File: config.mk
export PLATFORM = sky130hd
export DESIGN_NAME = base64_lsb_codec_flat
export DESIGN_NICKNAME = d
export VERILOG_FILES = /design/src/hw/rtl/b64l_pkg.sv /design/src/hw/rtl/b64l_if.sv /design/src/hw/rtl/base64_lsb_codec.sv /design/src/hw/rtl/b64l_front.sv /design/src/hw/rtl/b64l_queue.sv /design/src/hw/rtl/b64l_back.sv /design/src/flat_wrapper.sv
export SDC_FILE = /design/constraint.sdc
export NUM_CORES = 1
export LEC_CHECK = 0
export CORE_UTILIZATION = 60
export DETAILED_ROUTE_END_ITERATION = 8
export DONT_BUFFER_PORTS = 1
export PLACE_DENSITY = 0.76
export SYNTH_ARGS = -nofsm -noshare
export SYNTH_HDL_FRONTEND = slang
export SYNTH_HIERARCHICAL = 1
export SYNTH_SLANG_ARGS = --single-unit
File: constraint.sdc
create_clock -name clk -period 5.77 [get_ports clk]
set_input_delay 0.2885 -clock clk [delete_from_list [all_inputs] [get_ports clk]]
set_output_delay 0.2885 -clock clk [all_outputs]
set_load 0.005 [all_outputs]
File: src/hw/rtl/b64l_pkg.sv
`timescale 1ns / 1ps
`default_nettype none

package b64l_pkg;

  // Configuration port geometry: one 32-bit register at byte address 0.
  localparam int PAddrW = 3;
  localparam int PDataW = 32;
  localparam logic RegDirection = 1'b0;

  // Direction codes.
  localparam logic DirEncode = 1'b0;
  localparam logic DirDecode = 1'b1;

  // Depth of the queue between front and back (a power of two).
  localparam int QDepth = 2;
  localparam int QPtrW = $clog2(QDepth);
  localparam int QCntW = $clog2(QDepth + 1);

  // One queue entry holds the results that one input item causes.
  typedef struct packed {
    logic [7:0] byte0;
    logic       last0;
    logic       has1;
    logic [7:0] byte1;
    logic       last1;
  } b64l_entry_t;

  // Push request from the front to the queue.
  typedef struct packed {
    logic        valid;
    b64l_entry_t entry;
  } b64l_push_t;

  // Map a 6-bit digit to its alphabet character.
  function automatic logic [7:0] digit_to_char(input logic [5:0] d);
    logic [7:0] dw;
    dw = {2'b00, d};
    if (d == 6'd0) begin
      return 8'd43;
    end else if (d < 6'd12) begin
      return dw + 8'd46;
    end else if (d < 6'd38) begin
      return dw + 8'd53;
    end else begin
      return dw + 8'd59;
    end
  endfunction

  // Map a character back to a digit; invalid characters wrap modulo 256.
  function automatic logic [7:0] char_to_digit(input logic [7:0] c);
    if (c == 8'd43) begin
      return 8'd0;
    end else if (c < 8'd58) begin
      return c - 8'd46;
    end else if (c < 8'd91) begin
      return c - 8'd53;
    end else begin
      return c - 8'd59;
    end
  endfunction

endpackage

`default_nettype wire

File: src/hw/rtl/b64l_if.sv
`timescale 1ns / 1ps
`default_nettype none

// Input channel: one byte or character per transfer.
interface b64l_in_if;
  logic       valid;
  logic       ready;
  logic [7:0] in_byte;
  logic       in_last;

  modport source (output valid, output in_byte, output in_last, input ready);
  modport sink (input valid, input in_byte, input in_last, output ready);
endinterface

// Output channel: one character or byte per transfer.
interface b64l_out_if;
  logic       valid;
  logic       ready;
  logic [7:0] out_byte;
  logic       out_last;

  modport source (output valid, output out_byte, output out_last, input ready);
  modport sink (input valid, input out_byte, input out_last, output ready);
endinterface

`default_nettype wire

File: src/hw/rtl/base64_lsb_codec.sv
`timescale 1ns / 1ps
`default_nettype none

// Streaming base64-style codec, alphabet '+', '/', '0'-'9', 'A'-'Z', 'a'-'z', bits packed least
// significant first. The direction register (byte address 0, bit 0) selects encoding of bytes
// to characters (0) or decoding of characters to bytes (1); any write to it restarts the group.
// Write it only while the block is idle. The front stage takes one input transfer per cycle
// whenever the two-entry result queue has room; the single output register then sends one
// result per cycle while the port is ready, so an item with two results holds the port for both
// in turn. Sustained, decoding runs at one character per cycle; encoding is slower, as the
// third byte of a group gives two characters. Results go via the queue to the output register.
module base64_lsb_codec
  import b64l_pkg::*;
(
  input  wire                clk,
  input  wire                rst,
  b64l_in_if.sink            in_stream,
  b64l_out_if.source         out_stream,
  input  wire                psel,
  input  wire                penable,
  input  wire                pwrite,
  input  wire  [PAddrW-1:0]  paddr,
  input  wire  [PDataW-1:0]  pwdata,
  output logic [PDataW-1:0]  prdata,
  output logic               pready
);

  logic        direction;
  logic        cfg_clear;
  b64l_push_t  push;
  b64l_entry_t head;
  logic        empty;
  logic        full;
  logic        pop;

  assign pready = 1'b1;
  assign cfg_clear = psel && penable && pwrite && (paddr[2] == RegDirection);

  // Configuration register.
  always_ff @(posedge clk) begin
    if (rst) begin
      direction <= DirEncode;
    end else if (cfg_clear) begin
      direction <= pwdata[0];
    end
  end

  // Register read-back.
  always_comb begin
    prdata = '0;
    if (paddr[2] == RegDirection) begin
      prdata = {{(PDataW-1){1'b0}}, direction};
    end
  end

  b64l_front u_front (
    .clk        (clk),
    .rst        (rst),
    .in_stream  (in_stream),
    .direction  (direction),
    .cfg_clear  (cfg_clear),
    .queue_full (full),
    .push       (push)
  );

  b64l_queue u_queue (
    .clk   (clk),
    .rst   (rst),
    .push  (push),
    .pop   (pop),
    .head  (head),
    .empty (empty),
    .full  (full)
  );

  b64l_back u_back (
    .clk        (clk),
    .rst        (rst),
    .head       (head),
    .empty      (empty),
    .pop        (pop),
    .out_stream (out_stream)
  );

endmodule

`default_nettype wire

File: src/hw/rtl/b64l_front.sv
`timescale 1ns / 1ps
`default_nettype none

module b64l_front
  import b64l_pkg::*;
(
  input  wire        clk,
  input  wire        rst,
  b64l_in_if.sink    in_stream,
  input  wire        direction,
  input  wire        cfg_clear,
  input  wire        queue_full,
  output b64l_push_t push
);

  logic [1:0] pos;
  logic [1:0] pos_next;
  logic [7:0] pend;
  logic [7:0] pend_next;
  logic [7:0] digit;
  logic [7:0] b;
  logic       last;
  logic       accept;

  assign in_stream.ready = !queue_full;
  assign accept = in_stream.valid && !queue_full;
  assign b = in_stream.in_byte;
  assign last = in_stream.in_last;
  assign digit = char_to_digit(b);

  // Work out the results of the current item and the next group state.
  always_comb begin
    push.entry = '0;
    pos_next = pos;
    pend_next = pend;
    if (direction == DirEncode) begin
      push.entry.has1 = last;
      push.entry.last1 = last;
      unique case (pos)
        2'd0: begin
          push.entry.byte0 = digit_to_char(b[5:0]);
          push.entry.byte1 = digit_to_char({4'b0000, b[7:6]});
          pend_next = {6'b000000, b[7:6]};
          pos_next = 2'd1;
        end
        2'd1: begin
          push.entry.byte0 = digit_to_char({b[3:0], pend[1:0]});
          push.entry.byte1 = digit_to_char({2'b00, b[7:4]});
          pend_next = {4'b0000, b[7:4]};
          pos_next = 2'd2;
        end
        default: begin
          push.entry.byte0 = digit_to_char({b[1:0], pend[3:0]});
          push.entry.byte1 = digit_to_char(b[7:2]);
          push.entry.has1 = 1'b1;
          pend_next = '0;
          pos_next = 2'd0;
        end
      endcase
      push.valid = accept;
    end else begin
      push.entry.last0 = last;
      unique case (pos)
        2'd0: begin
          pend_next = digit;
          pos_next = 2'd1;
        end
        2'd1: begin
          push.entry.byte0 = pend | {digit[1:0], 6'b000000};
          pend_next = {4'b0000, digit[5:2]};
          pos_next = 2'd2;
        end
        2'd2: begin
          push.entry.byte0 = pend | {digit[3:0], 4'b0000};
          pend_next = {6'b000000, digit[5:4]};
          pos_next = 2'd3;
        end
        default: begin
          push.entry.byte0 = pend | {digit[5:0], 2'b00};
          pend_next = '0;
          pos_next = 2'd0;
        end
      endcase
      // The first character of a group gives no result.
      push.valid = accept && (pos != 2'd0);
    end
    if (last) begin
      pos_next = 2'd0;
      pend_next = '0;
    end
  end

  // Group state; a direction write abandons a partial group.
  always_ff @(posedge clk) begin
    if (rst || cfg_clear) begin
      pos <= 2'd0;
      pend <= '0;
    end else if (accept) begin
      pos <= pos_next;
      pend <= pend_next;
    end
  end

  // An encoding group never reaches a fourth position.
  a_enc_pos: assert property (@(posedge clk) disable iff (rst)
    (direction == DirEncode) |-> (pos != 2'd3))
    else $error("encode group position out of range");

  // Pending bits in encode mode never exceed four bits.
  a_enc_pend: assert property (@(posedge clk) disable iff (rst)
    (direction == DirEncode) |-> (pend[7:4] == 4'b0000))
    else $error("encode pending bits too wide");

endmodule

`default_nettype wire

File: src/hw/rtl/b64l_queue.sv
`timescale 1ns / 1ps
`default_nettype none

module b64l_queue
  import b64l_pkg::*;
(
  input  wire             clk,
  input  wire             rst,
  input  wire b64l_push_t push,
  input  wire             pop,
  output b64l_entry_t     head,
  output logic            empty,
  output logic            full
);

  b64l_entry_t            slots [QDepth];
  logic        [QPtrW-1:0] wr_ptr;
  logic        [QPtrW-1:0] rd_ptr;
  logic        [QCntW-1:0] count;
  logic                    do_push;
  logic                    do_pop;

  assign empty = (count == '0);
  assign full = (count == QCntW'(QDepth));
  assign head = slots[rd_ptr];
  assign do_push = push.valid && !full;
  assign do_pop = pop && !empty;

  // Entry storage.
  always_ff @(posedge clk) begin
    if (do_push) begin
      slots[wr_ptr] <= push.entry;
    end
  end

  // Pointers and fill count.
  always_ff @(posedge clk) begin
    if (rst) begin
      wr_ptr <= '0;
      rd_ptr <= '0;
      count <= '0;
    end else begin
      if (do_push) begin
        wr_ptr <= wr_ptr + 1'b1;
      end
      if (do_pop) begin
        rd_ptr <= rd_ptr + 1'b1;
      end
      if (do_push && !do_pop) begin
        count <= count + 1'b1;
      end else if (do_pop && !do_push) begin
        count <= count - 1'b1;
      end
    end
  end

  a_no_overflow: assert property (@(posedge clk) disable iff (rst)
    push.valid |-> !full)
    else $error("push into full queue");

  a_no_underflow: assert property (@(posedge clk) disable iff (rst)
    pop |-> !empty)
    else $error("pop from empty queue");

  a_count_range: assert property (@(posedge clk) disable iff (rst)
    count <= QCntW'(QDepth))
    else $error("queue count out of range");

endmodule

`default_nettype wire

File: src/hw/rtl/b64l_back.sv
`timescale 1ns / 1ps
`default_nettype none

module b64l_back
  import b64l_pkg::*;
(
  input  wire              clk,
  input  wire              rst,
  input  wire b64l_entry_t head,
  input  wire              empty,
  output logic             pop,
  b64l_out_if.source       out_stream
);

  logic [7:0]  held_byte;
  logic        held_last;
  logic        second_pend;
  logic        out_valid;
  logic [7:0]  out_byte;
  logic        out_last;
  logic        load;

  assign out_stream.valid = out_valid;
  assign out_stream.out_byte = out_byte;
  assign out_stream.out_last = out_last;

  // The output register takes a new result when empty or being drained.
  assign load = !out_valid || out_stream.ready;
  assign pop = load && !second_pend && !empty;

  // Control: output valid and the pending second result of an entry.
  always_ff @(posedge clk) begin
    if (rst) begin
      out_valid <= 1'b0;
      second_pend <= 1'b0;
    end else if (load) begin
      out_valid <= second_pend || !empty;
      if (second_pend) begin
        second_pend <= 1'b0;
      end else if (!empty) begin
        second_pend <= head.has1;
      end
    end
  end

  // Payload: first result from the queue head, second from the held copy.
  always_ff @(posedge clk) begin
    if (load) begin
      if (second_pend) begin
        out_byte <= held_byte;
        out_last <= held_last;
      end else if (!empty) begin
        out_byte <= head.byte0;
        out_last <= head.last0;
        held_byte <= head.byte1;
        held_last <= head.last1;
      end
    end
  end

  // A second result only waits behind a first one still on the port.
  a_second_behind_first: assert property (@(posedge clk) disable iff (rst)
    second_pend |-> out_valid)
    else $error("second result pending without a first");

endmodule

`default_nettype wire
File: src/flat_wrapper.sv
// flat-port wrapper written by rule: the top's interface ports become plain ports
module base64_lsb_codec_flat import b64l_pkg::*;
  (clk, rst, psel, penable, pwrite, paddr, pwdata, prdata, pready, in_stream_valid, in_stream_in_byte, in_stream_in_last, in_stream_ready, out_stream_valid, out_stream_out_byte, out_stream_out_last, out_stream_ready);
  b64l_in_if in_stream_i ();
  b64l_out_if out_stream_i ();
  input  wire clk;
  input  wire rst;
  input  wire psel;
  input  wire penable;
  input  wire pwrite;
  input  wire  [PAddrW-1:0] paddr;
  input  wire  [PDataW-1:0] pwdata;
  output logic [PDataW-1:0] prdata;
  output logic pready;
  input wire logic [$bits(in_stream_i.valid)-1:0] in_stream_valid;
  input wire logic [$bits(in_stream_i.in_byte)-1:0] in_stream_in_byte;
  input wire logic [$bits(in_stream_i.in_last)-1:0] in_stream_in_last;
  output wire logic [$bits(in_stream_i.ready)-1:0] in_stream_ready;
  output wire logic [$bits(out_stream_i.valid)-1:0] out_stream_valid;
  output wire logic [$bits(out_stream_i.out_byte)-1:0] out_stream_out_byte;
  output wire logic [$bits(out_stream_i.out_last)-1:0] out_stream_out_last;
  input wire logic [$bits(out_stream_i.ready)-1:0] out_stream_ready;
  assign in_stream_i.valid = in_stream_valid;
  assign in_stream_i.in_byte = in_stream_in_byte;
  assign in_stream_i.in_last = in_stream_in_last;
  assign in_stream_ready = in_stream_i.ready;
  assign out_stream_valid = out_stream_i.valid;
  assign out_stream_out_byte = out_stream_i.out_byte;
  assign out_stream_out_last = out_stream_i.out_last;
  assign out_stream_i.ready = out_stream_ready;
  base64_lsb_codec u_core (.clk(clk), .rst(rst), .in_stream(in_stream_i), .out_stream(out_stream_i), .psel(psel), .penable(penable), .pwrite(pwrite), .paddr(paddr), .pwdata(pwdata), .prdata(prdata), .pready(pready));
endmodule
==> results.cfg <==
[worst_setup_path]
path_common_cell = o21ai_0
endpoint_kind = flop
slowest_stage = dfxtp_1
critPathMaxFanout = 11
slowest_delay_ns = 0.72
cp_data_arrival_time_ns = 3.46
critPathRequiredTime_ns = 5.85
start_kind = flop
crit_path_cell_trace = inv_1 > o21ai_0 > and2_1 > inv_1 > ha_1 > a21o_1 > o21ai_0 > a21oi_1 > or4_1 > o21ai_0 > o21ai_1
crit_type = reg2reg

[clock_network]
holdBufCountCts = 1
cts_setup_buffers = 0
clkSinkCount = 74
clk_pin_slew_ns = 0.08
cts_buffer_depth = 2
cts_resized = 0
cts_tree = yes
root_buffer = clkbuf_8
clock_latency_ns = 0.35
htree_levels = 3
numCtsBuffers = 9

[timing]
hold_viol = 0
max_freq_ghz = 0.296
setup_violations = 0
rsz0062_at_grt = no
period_share_pct = 58.6
period_needed_ns = 3.38
finalClockSkew_ns = 0.0119
whs_ns = 0.107
maxSlewHeadroom_pct = 40.4
tns_ns = 0
max_slew.worst_pin.slew_ns = 0.895
slew_viol_final = 0

[pwr]
p_seq_share_pct = 46.5
power.switching_uw = 606
peakVddDrop_mv = 0.151
comb_power_share_pct = 30.8
p_int_mw = 1.22
p_leak_nw = 2.23
total_power_mw = 1.82
p_per_area_nw_per_um2 = 308
clock_power_share_pct = 22.6
p_sw_share_pct = 33.3

[floorplan]
die_w_um = 100
coreArea_um2 = 9280
row_count = 35
design.die.area_um2 = 10000
start_util_pct = 62.3
die_h_um = 100
io_pins = 95

[layout]
drive_gt1_share_pct = 11.8
antenna_cells = 0
area_growth_pct = 2.19
fin_cells = 723
fillers = 775
final_nets = 684

[route]
met3_length_um = 920
drtIter0Drc = 471
wl_met2_um = 6270
drtAntennaViolNets = 0
top_layer_used = met4
drc_errors = 0
drtPass1Iterations = 5
via_per_inst = 6.26
wl_met1_um = 5690
vias = 4528
wirelength_um = 13200
wl_per_cell_um = 18.2

[placement]
portBuffers = 0
dp_hpwl_um = 9400
dp_cells = 705
gp_congestion = 0.919

[yosys]
yosysMostFrequentCell = edfxtp_1
synth_edf_count = 56
ys.flop_type = edfxtp_1
syn_area_per_cell_um2 = 9.49
synth_area_leader_cell = edfxtp_1
synth_top_area_share_pct = 29.1
syn_area_um2 = 5780
ys_ff_latch = 74
ys_warn_count = 6
synth.distinct_cells = 80
ys_seq_area_share_pct = 35.3
yosys-top-cells-area = edfxtp_1 29%, ha_1 8.4%, dfxtp_1 6.2%
netlist_instances = 609
ys_async_sr_fraction_pct = 0
ys_top_cells_by_count = 56 x edfxtp_1, 45 x a21oi_1, 40 x nand2_1, 40 x o21ai_0

[grt]
grt_max_degree = 37
first_global_vias = 4021
grt-ovfl-total = 0
antenna_found_initial = 0
grt_pass1_wl_um = 20900
grt_usage_pct = 27.0

[status]
status = completed

[flow_run]
maxCapViolCount = 0

[hold_path]
min_path_type = in2reg
==> routing by layer <==
layer	up-vias	GRT usage [%]
met1	2152	37.7
li1	2136	-
met3	29	4.46
met4	0	10.3
met5	-	0
met2	211	42.4
==> power groups by stage <==
stage               registers, mW  clock network, mW  logic, mW
finish                      0.848              0.412      0.561
global route                0.867              0.441      0.619
CTS                         0.849              0.422      0.557
detailed placement          0.862                  0      0.552
global placement            0.852                  0      0.533
floorplan                   0.817                  0      0.483
==> cell type report <==
cell class / count / area [um2] / share of cell area [%]
inverters: 32 / 120 / 2.03
well taps: 129 / 161 / 2.73
multi-input cells: 466 / 3320 / 56.3
flip-flops and latches: 74 / 2040 / 34.6
repair buffers: 6 / 50.0 / 0.847
clock buffers: 9 / 124 / 2.10
clock inverters: 7 / 85.1 / 1.44
==> cells by family (layout without fill, tap and decap cells) <==
kind of cell	Yosys count	in the layout	share of synthesized area, %
fa+ha+maj	44	44	10.2
compound gates	181	181	21.9
simple gates	151	151	13.2
buf+inv	99	54	9.11
xor+xnor	21	21	3.18
mux	36	36	6.90
other cells	3	33	0.195
flops	74	74	35.3
==> sequential cells by signal, indices dropped and copies added (netlist names), 2 cells and up, named ones only <==
name and flops:
u_core/u_back/out_stream.out_byte 8, u_core/u_queue/count 2, u_core/u_queue/slots 38, u_core/u_back/held_byte 8, u_core/u_front/pend 8, u_core/u_front/pos 2
==> worst max-delay path, delay by kind of cell (launching register included) <==
kind            cells  cell delay, ns
compound gates      6            0.98
simple gates        2            0.80
flops               1            0.72
fa+ha+maj           1            0.33
buf+inv             2            0.29
==> per-stage QoR <==
stage	utilization, %	setup WS (ns)	instance area, um2
finish	63.6	2.39	5910
global route	63.6	2.20	5910
CTS	63.5	2.44	5900
detailed placement	61.2	2.46	5680
global placement	61.2	2.51	5680
floorplan	-	2.76	5890
==> path summary, 6_finish.rpt <==
path | end | slack (ns) | depth (start not counted) | startpoint
worst max-delay path | u_core/u_queue/slots[0][17]$_DFFE_PP_ | 2.39 | 11 | u_core/u_front/pend[1]$_SDFFE_PP0P_
worst min-delay path | u_core/direction$_SDFFE_PP0P_ | 0.11 | 2 | pwdata[0]
worst max register to register | u_core/u_queue/slots[0][17]$_DFFE_PP_ | 2.39 | 11 | u_core/u_front/pend[1]$_SDFFE_PP0P_
worst min register to register | u_core/u_front/pend[4]$_SDFFE_PP0P_ | 0.49 | 1 | u_core/u_front/pend[4]$_SDFFE_PP0P_
==> placed cells by master, fill, tap and decap left out, types with 4 or more instances in the layout <==
cell / n
nand2b_1: 6
and3_1: 4
nand3_1: 6
or2_2: 4
nor3_1: 13
ha_1: 39
a21o_1: 8
buf_4: 4
a211oi_1: 14
o211a_1: 4
dfxtp_1: 18
edfxtp_1: 56
a21oi_1: 45
o21a_1: 5
and2_1: 6
a221oi_1: 4
o21ai_0: 40
or3_1: 6
a22oi_1: 4
fa_1: 5
mux2i_1: 5
nor2b_1: 7
nor2_1: 39
xnor2_1: 11
conb_1: 33
inv_1: 29
a31oi_1: 5
clkbuf_8: 9
o211ai_1: 6
mux2_2: 31
nand2_1: 40
xor2_1: 10
(Power assumes the default switching activity.)
